==> config.mk <==
export PLATFORM = sky130hd
export DESIGN_NAME = tcw_front
export DESIGN_NICKNAME = d
export VERILOG_FILES = /design/src/rtl/core/tcw_pkg.sv /design/src/rtl/core/tcw_front.sv
export SDC_FILE = /design/constraint.sdc
export NUM_CORES = 1
export LEC_CHECK = 0
export ABC_AREA = 1
export BUFFER_PORTS_ARGS = -buffer_cell sky130_fd_sc_hd__buf_2
export CAP_MARGIN = 20
export CORE_MARGIN = 8
export CORE_UTILIZATION = 57
export CTS_BUF_LIST = sky130_fd_sc_hd__clkbuf_2 sky130_fd_sc_hd__clkbuf_4 sky130_fd_sc_hd__clkbuf_8
export DETAILED_ROUTE_END_ITERATION = 16
export PLACE_DENSITY = 0.79
export SLEW_MARGIN = 15
export SYNTH_ARGS = -nofsm -noshare
export SYNTH_HDL_FRONTEND = slang
export SYNTH_SLANG_ARGS = --single-unit
==> constraint.sdc <==
create_clock -name clk -period 3.2 [get_ports clk]
set_input_delay 0.64 -clock clk [delete_from_list [all_inputs] [get_ports clk]]
set_output_delay 0.64 -clock clk [all_outputs]
set_load 0.005 [all_outputs]
==> src/rtl/core/tcw_pkg.sv <==
// tcw_pkg: types, constants and helpers shared by the text console writer
// depends on nothing; imported by tcw_front, tcw_back and the top level
package tcw_pkg;

  // screen geometry
  localparam int COLS   = 80;
  localparam int ROWS   = 25;
  localparam int NCELLS = COLS * ROWS;
  localparam int ADDR_W = $clog2(NCELLS);

  // field widths
  localparam int COL_W  = 7;
  localparam int ROW_W  = 5;
  localparam int CH_W   = 8;
  localparam int LIN_W  = 11;

  // character codes
  localparam logic [CH_W-1:0] CH_NEWLINE   = 8'd10;
  localparam logic [CH_W-1:0] CH_BACKSPACE = 8'd8;
  localparam logic [CH_W-1:0] CH_ESCAPE    = 8'd27;
  localparam logic [CH_W-1:0] CH_SPACE     = 8'd32;
  localparam logic [CH_W-1:0] RESET_COLOUR = 8'h07;

  // item kinds
  localparam logic [1:0] KIND_PUT   = 2'd0;
  localparam logic [1:0] KIND_READ  = 2'd1;
  localparam logic [1:0] KIND_PLACE = 2'd2;

  // operations handed from front to back
  localparam logic [2:0] OP_CHAR    = 3'd0;
  localparam logic [2:0] OP_NEWLINE = 3'd1;
  localparam logic [2:0] OP_BACK    = 3'd2;
  localparam logic [2:0] OP_CLEAR   = 3'd3;
  localparam logic [2:0] OP_READ    = 3'd4;
  localparam logic [2:0] OP_PLACE   = 3'd5;
  localparam logic [2:0] OP_NONE    = 3'd6;

  typedef struct packed {
    logic [1:0]       kind;
    logic [CH_W-1:0]  char_code;
    logic [COL_W-1:0] col;
    logic [ROW_W-1:0] row;
  } in_t;

  typedef struct packed {
    logic [COL_W-1:0] cursor_col;
    logic [ROW_W-1:0] cursor_row;
    logic [LIN_W-1:0] cursor_linear;
    logic [CH_W-1:0]  read_char;
    logic [CH_W-1:0]  read_attr;
  } out_t;

  typedef struct packed {
    logic [2:0]        op;
    logic [CH_W-1:0]   ch;
    logic [COL_W-1:0]  col;
    logic [ROW_W-1:0]  row;
    logic [ADDR_W-1:0] addr;
  } cmd_t;

  // cell index of a screen position
  function automatic logic [ADDR_W-1:0] linear(input logic [COL_W-1:0] c,
                                               input logic [ROW_W-1:0] r);
    return ADDR_W'(r) * ADDR_W'(COLS) + ADDR_W'(c);
  endfunction

endpackage

==> src/rtl/core/tcw_front.sv <==
// tcw_front: accepts items, clamps coordinates, decodes them into operations
// and holds them in a two-entry queue for the back end; uses tcw_pkg
module tcw_front (
  input  logic          clk,
  input  logic          rst,
  input  logic          push,
  output logic          full,
  input  tcw_pkg::in_t  in_data,
  input  logic          hold,
  output logic          cmd_valid,
  output tcw_pkg::cmd_t cmd,
  input  logic          cmd_take
);
  import tcw_pkg::*;

  localparam logic [COL_W-1:0] COL_LAST = COL_W'(COLS - 1);
  localparam logic [ROW_W-1:0] ROW_LAST = ROW_W'(ROWS - 1);

  cmd_t             cmd_in;
  logic [COL_W-1:0] col_c;
  logic [ROW_W-1:0] row_c;
  logic             accept;

  cmd_t       q [2];
  logic       wr_ptr;
  logic       rd_ptr;
  logic [1:0] count;

  // clamp and decode
  always_comb begin
    col_c = (in_data.col > COL_LAST) ? COL_LAST : in_data.col;
    row_c = (in_data.row > ROW_LAST) ? ROW_LAST : in_data.row;
    cmd_in.ch   = in_data.char_code;
    cmd_in.col  = col_c;
    cmd_in.row  = row_c;
    cmd_in.addr = linear(col_c, row_c);
    unique case (in_data.kind)
      KIND_PUT: begin
        unique case (in_data.char_code)
          CH_NEWLINE:   cmd_in.op = OP_NEWLINE;
          CH_BACKSPACE: cmd_in.op = OP_BACK;
          CH_ESCAPE:    cmd_in.op = OP_CLEAR;
          default:      cmd_in.op = OP_CHAR;
        endcase
      end
      KIND_READ:  cmd_in.op = OP_READ;
      KIND_PLACE: cmd_in.op = OP_PLACE;
      default:    cmd_in.op = OP_NONE;
    endcase
  end

  // queue handshake
  assign full      = (count == 2'd2) || hold;
  assign accept    = push && !full;
  assign cmd_valid = (count != 2'd0);
  assign cmd       = q[rd_ptr];

  // queue pointers and fill level
  always_ff @(posedge clk) begin
    if (rst) begin
      wr_ptr <= 1'b0;
      rd_ptr <= 1'b0;
      count  <= 2'd0;
    end else begin
      if (accept) begin
        wr_ptr <= ~wr_ptr;
      end
      if (cmd_take) begin
        rd_ptr <= ~rd_ptr;
      end
      unique case ({accept, cmd_take})
        2'b10:   count <= count + 2'd1;
        2'b01:   count <= count - 2'd1;
        default: count <= count;
      endcase
    end
  end

  // queue storage
  always_ff @(posedge clk) begin
    if (accept) begin
      q[wr_ptr] <= cmd_in;
    end
  end

endmodule

=== Yosys cells after proc, flatten, opt, wreduce, memory -nomap -nowiden ===
Memories as Yosys holds them, arrays and structs flattened. A register that Yosys moved wholly into a read port is not among the register bits.
Cells that the tools add are included.

* Flip-flop bits (word level): 4
* Memory bits (writable): 68
* Input port bits: 27
* Memories: 1

{| class="wikitable"
|+ Memories
! name !! words !! width !! read ports !! clocked after memory_dff !! wr ports !! RTL line !! RTL
|-
| q || 2 || 34 || 1 || 1 || 1 || tcw_front.sv:24 || <nowiki>cmd_t q [2];</nowiki>
|}

* $add $sub $neg: 3
* $mul: 1
* Magnitude comparators: 2
* Equality and inequality tests: 8
* Mux-type cells: 9
* Bitwise operators: 2
* Reduce and logical (&&, ||, !) cells: 6

{| class="wikitable"
|+ Operator list
! kind !! number
|-
| $eq 8x4->1 const B || 2
|-
| $add 11x7->11 || 1
|-
| $pmux 3 s3 || 1
|-
| $eq 8x5->1 const B || 1
|-
| $gt 7x7->1 const B || 1
|-
| $mul 5x3->7 const B || 1
|-
| $mux 7 || 1
|-
| $eq 2x2->1 const B || 3
|-
| $pmux 2 s3 || 1
|-
| $gt 5x5->1 const B || 1
|-
| $mux 5 || 1
|-
| $eq 2x1->1 const B || 2
|-
| $mux 1 || 4
|-
| $pmux 2 s2 || 1
|-
| $reduce_bool 2->1 || 2
|-
| $add 2x1->2 const B || 1
|-
| $logic_not 2->1 || 1
|-
| $not 1->1 || 2
|-
| $sub 2x1->2 const B || 1
|-
| $logic_and 1x1->1 || 1
|-
| $logic_not 1->1 || 1
|-
| $logic_or 1x1->1 || 1
|}

=== Logic depth before layout (Yosys ltp) ===
Gate-level depths: netlist (run 1).

* Word-level depth: 6
* Depth in mapped cells: 13
* Mapped depth without buffers: 13

=== Worst setup path before layout (run 1) ===
No wires, ideal clock.

* Path type: in2reg
* From: in in_data[2] (netlist bit)
* To: mem q[0][10] (netlist bit), data pin
* Library setup time: 0.257 ns
* Data arrival time: 2.426 ns
* Path slack: 0.517 ns
* Stages on the path: 11
* Path buffers: 0
* Cells stage by stage: inv_1 -> a31oi_1 -> nor2_1 -> ha_1 -> ha_1 -> inv_1 -> fa_1 -> nor2_4 -> nand3_1 -> nand3_1 -> nand2_1

{| class="wikitable"
|+ RTL lines
! item !! RTL line !! RTL
|-
| start: declaration || tcw_front.sv:8 || <nowiki>input tcw_pkg::in_t in_data,</nowiki>
|-
| end: declaration || tcw_front.sv:24 ||
|}

==> metrics, run 1 <==
final setup fails=0; cts bufs inserted=9; status=finished, final reports clean; Peak VDD IR=0.3192 mV; critical-path maximum fanout=5; post-synthesis cell type count=26; # resized after CTS=0; r2r setup slk=1.64 ns; setup ws final=0.5009 ns; 1st-iter DRT viols=68; ys async rst share=0%; vias per cell=4.977; final hold vios=0; crit path cell chain=buf_2 > inv_1 > a31oi_1 > nor2_1 > ha_1 > ha_1 > inv_1 > fa_1 > nor2_4 > nand2_1 > nand2_1 > nand2_1; worst hold path startpoint=in_data[15]; ANT nets after route=0; Synth Area in Compound Gates=1.064%; DP HPWL=3985 µm; simple-gate portion of the synthesized area=11.46%; layout cell share with drive strength beyond 1=37.58%; Slew @ Worst Pin=0.6082 ns; Synth Cell Area=0.003058 mm²; Final period util=84.35%; largest area contributor in the netlist=edfxtp_1; chip width=89.25 µm; Worst Path Buf+Inv=3; Setup CP Type=input port to flip-flop; vias in the first global route=1,971; fin. max-slew vios=0; crit start category=input port; DRT Pass-1 Iters=4; routed len/inst=14.71 µm; Initial Utilization=59.49%; CP max stage delay=0.47 ns; slowest stage cell, crit path=fa_1; most used cell, CP=nand2_1; row count=26; CTS root buf=clkbuf_8; WP data arrival=2.78 ns; post-synthesis adder-cell area fraction=6.219%; Core Footprint=0.005140 mm²; largest net degree at the start of global routing=31; Internal=0.001557 W; number of remaining DRC errors=0; Mapped Nets=284; DP Area=0.003411 mm²; reg2reg start=count[0]$_SDFFE_PP0P_; worst endpoint required time=3.28 ns; Hold Crit Class=input port to flip-flop; Max-Cap Viols=0; Post CTS Setup Buffer Count=0; # hold bufs at CTS=0; Post-synth EDFFs=60; Synthesis Warnings=0; die height=89.25 µm; clk sink count=65; hold path cells=1; sw frac=23.34%; RSZ-0062 raised after global routing=no; P_sw=0.0004739 W; Leak Pwr=1.549 nW; Synth Area in XOR/XNOR=1.146%; PortBufs=62; H-tree depth=3; GRT Total Usage=15.34%; Design Power=0.002031 W; Cell Pwr Density=560.2 mW/mm²; worst hold slack=0.5126 ns; Die ar.=0.007965 mm²; clock group share of total power=36.6%; Max clock buf depth=2; Max Clock Freq=370.5 MHz; FF-to-FF End=q[0][24]$_DFFE_PP_; first-pass GRT wire length=8921 µm; commonest cells in the netlist=60 x edfxtp_1, 43 x nand2_1, 35 x inv_1; R2R cell count=5; initial antenna violation count=0; CTS tree=done; GP Congestion=0.7421; synth-to-layout area growth=18.54%; max_slew headroom=59.02%; clock skew after layout=0.007436 ns; crit-path leading delay family=adder cells; Ant. Diodes=0; # nets final=350; Synth Instances=243; Flop pwr share=49.0%; Comb power frac=14.4%; total wire length=5647 µm; gr ovfl total=0; shortest period the worst path allows=2.699 ns; Vias=1,911; WP depth=12; post-synthesis mux area share=11.05%; Synth Register Bits=65; clk_lat worst skew=0.34 ns; io pins=63; CTS clk-pin slew, worst paths=0.07 ns; combinational family with the most area after synthesis=simple AND/OR/NAND/NOR gates; Mean Syn Cell Area=12.58 µm²; register area share after synthesis=62.19%; CP endpoint kind=flip-flop; post-route cell area=0.003625 mm²; setup tns final=0 ns; Hold EP=q[1][26]$_DFFE_PP_; Place WS=0.1821 ns; main area contributors after synthesis=edfxtp_1 59%, mux2_2 11%, nand2_1 5.3%; Main synth FF type=edfxtp_1; most frequent cell after synthesis=edfxtp_1; top cell type's share of synthesized area=58.92%
-- registers in the layout, summed over array words and instances, names as in the netlist, named ones only --
register,cells
q,60
count,2
rd_ptr,1
wr_ptr,1
-- metal layers --
| metal | up-vias | wire length (µm) | GRT usage, % |
|---|---|---|---|
| met5 | - | 0 | 0 |
| met4 | 0 | 72 | 7.855 |
| met3 | 6 | 345 | 4.779 |
| met2 | 41 | 2950 | 26.60 |
| met1 | 914 | 2279 | 16.44 |
| li1 | 950 | - | - |
-- worst max path at each step --
stage	start	endpoint
2_1_floorplan	in_data[2]	q[0][10]$_DFFE_PP_
3_3_place_gp	in_data[4]	q[0][10]$_DFFE_PP_
3_5_place_dp	in_data[4]	q[1][10]$_DFFE_PP_
4_1_cts	in_data[0]	q[0][9]$_DFFE_PP_
5_1_grt	in_data[0]	q[0][9]$_DFFE_PP_
6_report	in_data[0]	q[0][9]$_DFFE_PP_
-- metrics by stage --
step | utilization [%] | instances
after global routing | 70.52 | 384
after global placement | 66.36 | 368
after detailed placement | 66.36 | 368
final | 70.52 | 384
after CTS | 70.52 | 384
after floorplan | - | 243
-- area by class of cell --
class | instances | area [µm²]
Sequential cell | 65 | 1902
Fill cell | 401 | 1515
Multi-Input combinational cell | 132 | 953.4
Timing Repair Buffer | 65 | 332.8
Inverter | 36 | 135.1
Clock buffer | 10 | 131.4
Tap cell | 70 | 87.58
Clock inverter | 6 | 82.58
-- power by group through the flow --
stage                     Combinational, W  Sequential [W]  Clock, W
after floorplan                   0.000197         0.00101         0
after global routing              0.000328        0.000999  0.000788
after global placement            0.000286         0.00101         0
after CTS                         0.000298        0.000995  0.000755
final                             0.000293        0.000995  0.000742
after detailed placement          0.000295         0.00101         0
-- worst register-to-register path, cell delays in order, from the launching register on --
cell	delay, ns
dfxtp_1	0.36
inv_1	0.08
nand2_2	0.09
nand3_4	0.10
nor2_2	0.19
buf_4	0.40
-- cells by family after synthesis --
logic type               after synthesis
AND/OR/NAND/NOR                       78
flip-flops                            65
buffers and inverters                 46
multiplexers                          30
adder cells (fa/ha/maj)               14
AO/OA/AOI/OAI                          6
XOR/XNOR                               4
-- cells in the final DEF (no fill, tap or decap), types with 2 or more instances in the layout --
cell type / n
bufinv_16: 2
dfxtp_1: 5
nand2_1: 43
buf_2: 62
nor2_4: 2
clkbuf_8: 9
inv_1: 35
clkinv_1: 2
nand3_1: 10
nor2_1: 14
edfxtp_1: 60
nand4_1: 2
mux2_2: 30
ha_1: 12
o21ai_0: 2
a21oi_1: 2
fa_1: 2
buf_4: 3
xor2_1: 3
clkinvlp_4: 2
a31oi_1: 2
or2_2: 2
No activity file was read; power rests on OpenSTA's default activity.
==> inputs of run 2 (changes only) <==
--- a/config.mk
+++ b/config.mk
@@ -9,10 +9,10 @@
 export BUFFER_PORTS_ARGS = -buffer_cell sky130_fd_sc_hd__buf_2
 export CAP_MARGIN = 20
 export CORE_MARGIN = 8
-export CORE_UTILIZATION = 57
+export CORE_UTILIZATION = 51
 export CTS_BUF_LIST = sky130_fd_sc_hd__clkbuf_2 sky130_fd_sc_hd__clkbuf_4 sky130_fd_sc_hd__clkbuf_8
 export DETAILED_ROUTE_END_ITERATION = 16
-export PLACE_DENSITY = 0.79
+export PLACE_DENSITY = 0.74
 export SLEW_MARGIN = 15
 export SYNTH_ARGS = -nofsm -noshare
 export SYNTH_HDL_FRONTEND = slang
==> constraint.sdc (replaced) <==
create_clock -name clk -period 2.2 [get_ports clk]
set_input_delay 0.44 -clock clk [delete_from_list [all_inputs] [get_ports clk]]
set_output_delay 0.44 -clock clk [all_outputs]
set_load 0.005 [all_outputs]
==> metrics, run 2 (synthesis results as in run 1) <==
cts bufs inserted=9; Initial Utilization=52.27%; row count=28; Max-Cap Viols=0; number of remaining DRC errors=0; crit start category=input port; Hold Crit Class=input port to flip-flop; CTS clk-pin slew, worst paths=0.07 ns; PortBufs=62; Leak Pwr=1.637 nW; most frequent cells in the layout=61 x buf_2, 60 x edfxtp_1, 42 x nand2_1; critical-path maximum fanout=4; io pins=63; synth-to-layout area growth=25.70%; DP Area=0.003607 mm²; crit path cell chain=buf_2 > nand2_4 > a31oi_4 > nor2_4 > ha_4 > ha_4 > inv_2 > fa_2 > nor2_4 > nand3_1 > nor2_1 > nand3_1 > nand2_1; slowest stage cell, crit path=fa_2; commonest non-fill, non-tap cell in the layout=buf_2; Placed Instances=389; Peak VDD IR=0.3895 mV; total wire length=5577 µm; post-route cell area=0.003844 mm²; Worst Path Buf+Inv=2; CTS root buf=clkbuf_8; die height=93.44 µm; DRT Pass-1 Iters=4; Die ar.=0.008730 mm²; CTS tree=done; chip width=93.44 µm; Vias=1,937; first-pass GRT wire length=9121 µm; Slew @ Worst Pin=0.2929 ns; 1st-iter DRT viols=59; Max clock buf depth=2; Ant. Diodes=0; final hold vios=0; initial antenna violation count=0; GRT Total Usage=13.78%; Final period util=95.22%; vias in the first global route=2,043; worst endpoint required time=2.28 ns; Top reg by flops=q; CP max stage delay=0.55 ns; status=finished, final reports clean; GP Congestion=0.8344; biggest regs=q x60, count x2; Design Power=0.003037 W; worst hold slack=0.3080 ns; Max Clock Freq=477.3 MHz; RSZ-0062 raised after global routing=no; # nets final=366; WP data arrival=2.18 ns; Core Footprint=0.005851 mm²; shortest period the worst path allows=2.095 ns; clk sink count=65; vias per cell=4.783; crit-path leading delay family=adder cells; clk_lat worst skew=0.33 ns; DP HPWL=4189 µm; H-tree depth=3; layout cell share with drive strength beyond 1=45.15%; Setup CP Type=input port to flip-flop; fin. max-slew vios=0; non-filler cells, final=405; ANT nets after route=0; routed len/inst=13.77 µm; max reg flops=60; CP endpoint kind=flip-flop; largest net degree at the start of global routing=21; clock skew after layout=0.009150 ns; gr ovfl total=0; Cell Pwr Density=790.1 mW/mm²; max_slew headroom=80.40%; setup tns final=0 ns; # hold bufs at CTS=0; final setup fails=0
-- run 2: cell types whose count changed in the layout (fill, tap and decap cells not counted), moves of 2 or more --
cell,previous run,this run
ha_4,0,2
inv_1,35,31
ha_1,12,9
nor2_1,14,11
clkinv_1,2,0
nor2_2,1,4
buf_4,3,19
inv_2,1,3
-- run 2: worst paths after layout --
path	startpoint	slack [ns]	cells after the start	to
min	in_data[14]	0.31	1	q[0][25]$_DFFE_PP_
max	in_data[3]	0.11	13	q[1][10]$_DFFE_PP_
min reg2reg	rd_ptr$_SDFFE_PP0P_	0.52	2	flip-flop
max reg2reg	count[0]$_SDFFE_PP0P_	0.83	5	q[1][10]$_DFFE_PP_
-- run 2: power by group --
part / total (W) / internal (W) / switching, W / leakage, nW
clock network: 0.00111 / 0.000670 / 0.000444 / 0.105
registers: 0.00145 / 0.00143 / 0.0000171 / 0.590
logic: 0.000475 / 0.000230 / 0.000245 / 0.942
-- run 2: routing by layer --
layer | GRT usage, % | vias to the layer above | routed length (µm)
met5 | 0 | - | 0
met4 | 6.040 | 0 | 67
li1 | - | 983 | -
met3 | 5.529 | 5 | 403
met1 | 13.94 | 896 | 2260
met2 | 24.38 | 53 | 2846
-- run 2: through the flow --
stage,setup slack [ns],utilization [%]
4_1_cts,0.02679,65.57
5_1_grt,0.004076,65.70
3_3_place_gp,-0.2834,61.66
3_5_place_dp,-0.3341,61.66
6_report,0.1051,65.70
2_1_floorplan,-0.09757,-
-- run 2: final cells by class --
type                    count  area [µm²]
flip-flops and latches     65        1902
clock buffers              10       137.6
inverters                  36       150.1
multi-input cells         132        1013
repair buffers             81       455.4
fillers                   463        2007
well taps                  75       93.84
clock inverters             6       91.34
-- run 2: repair_timing --
item	4_1_cts	5_1_grt
setup buffers	0	0
endpoints found under the setup margin	0	4
gates resized for setup	0	3
endpoints found under the hold margin	0	0
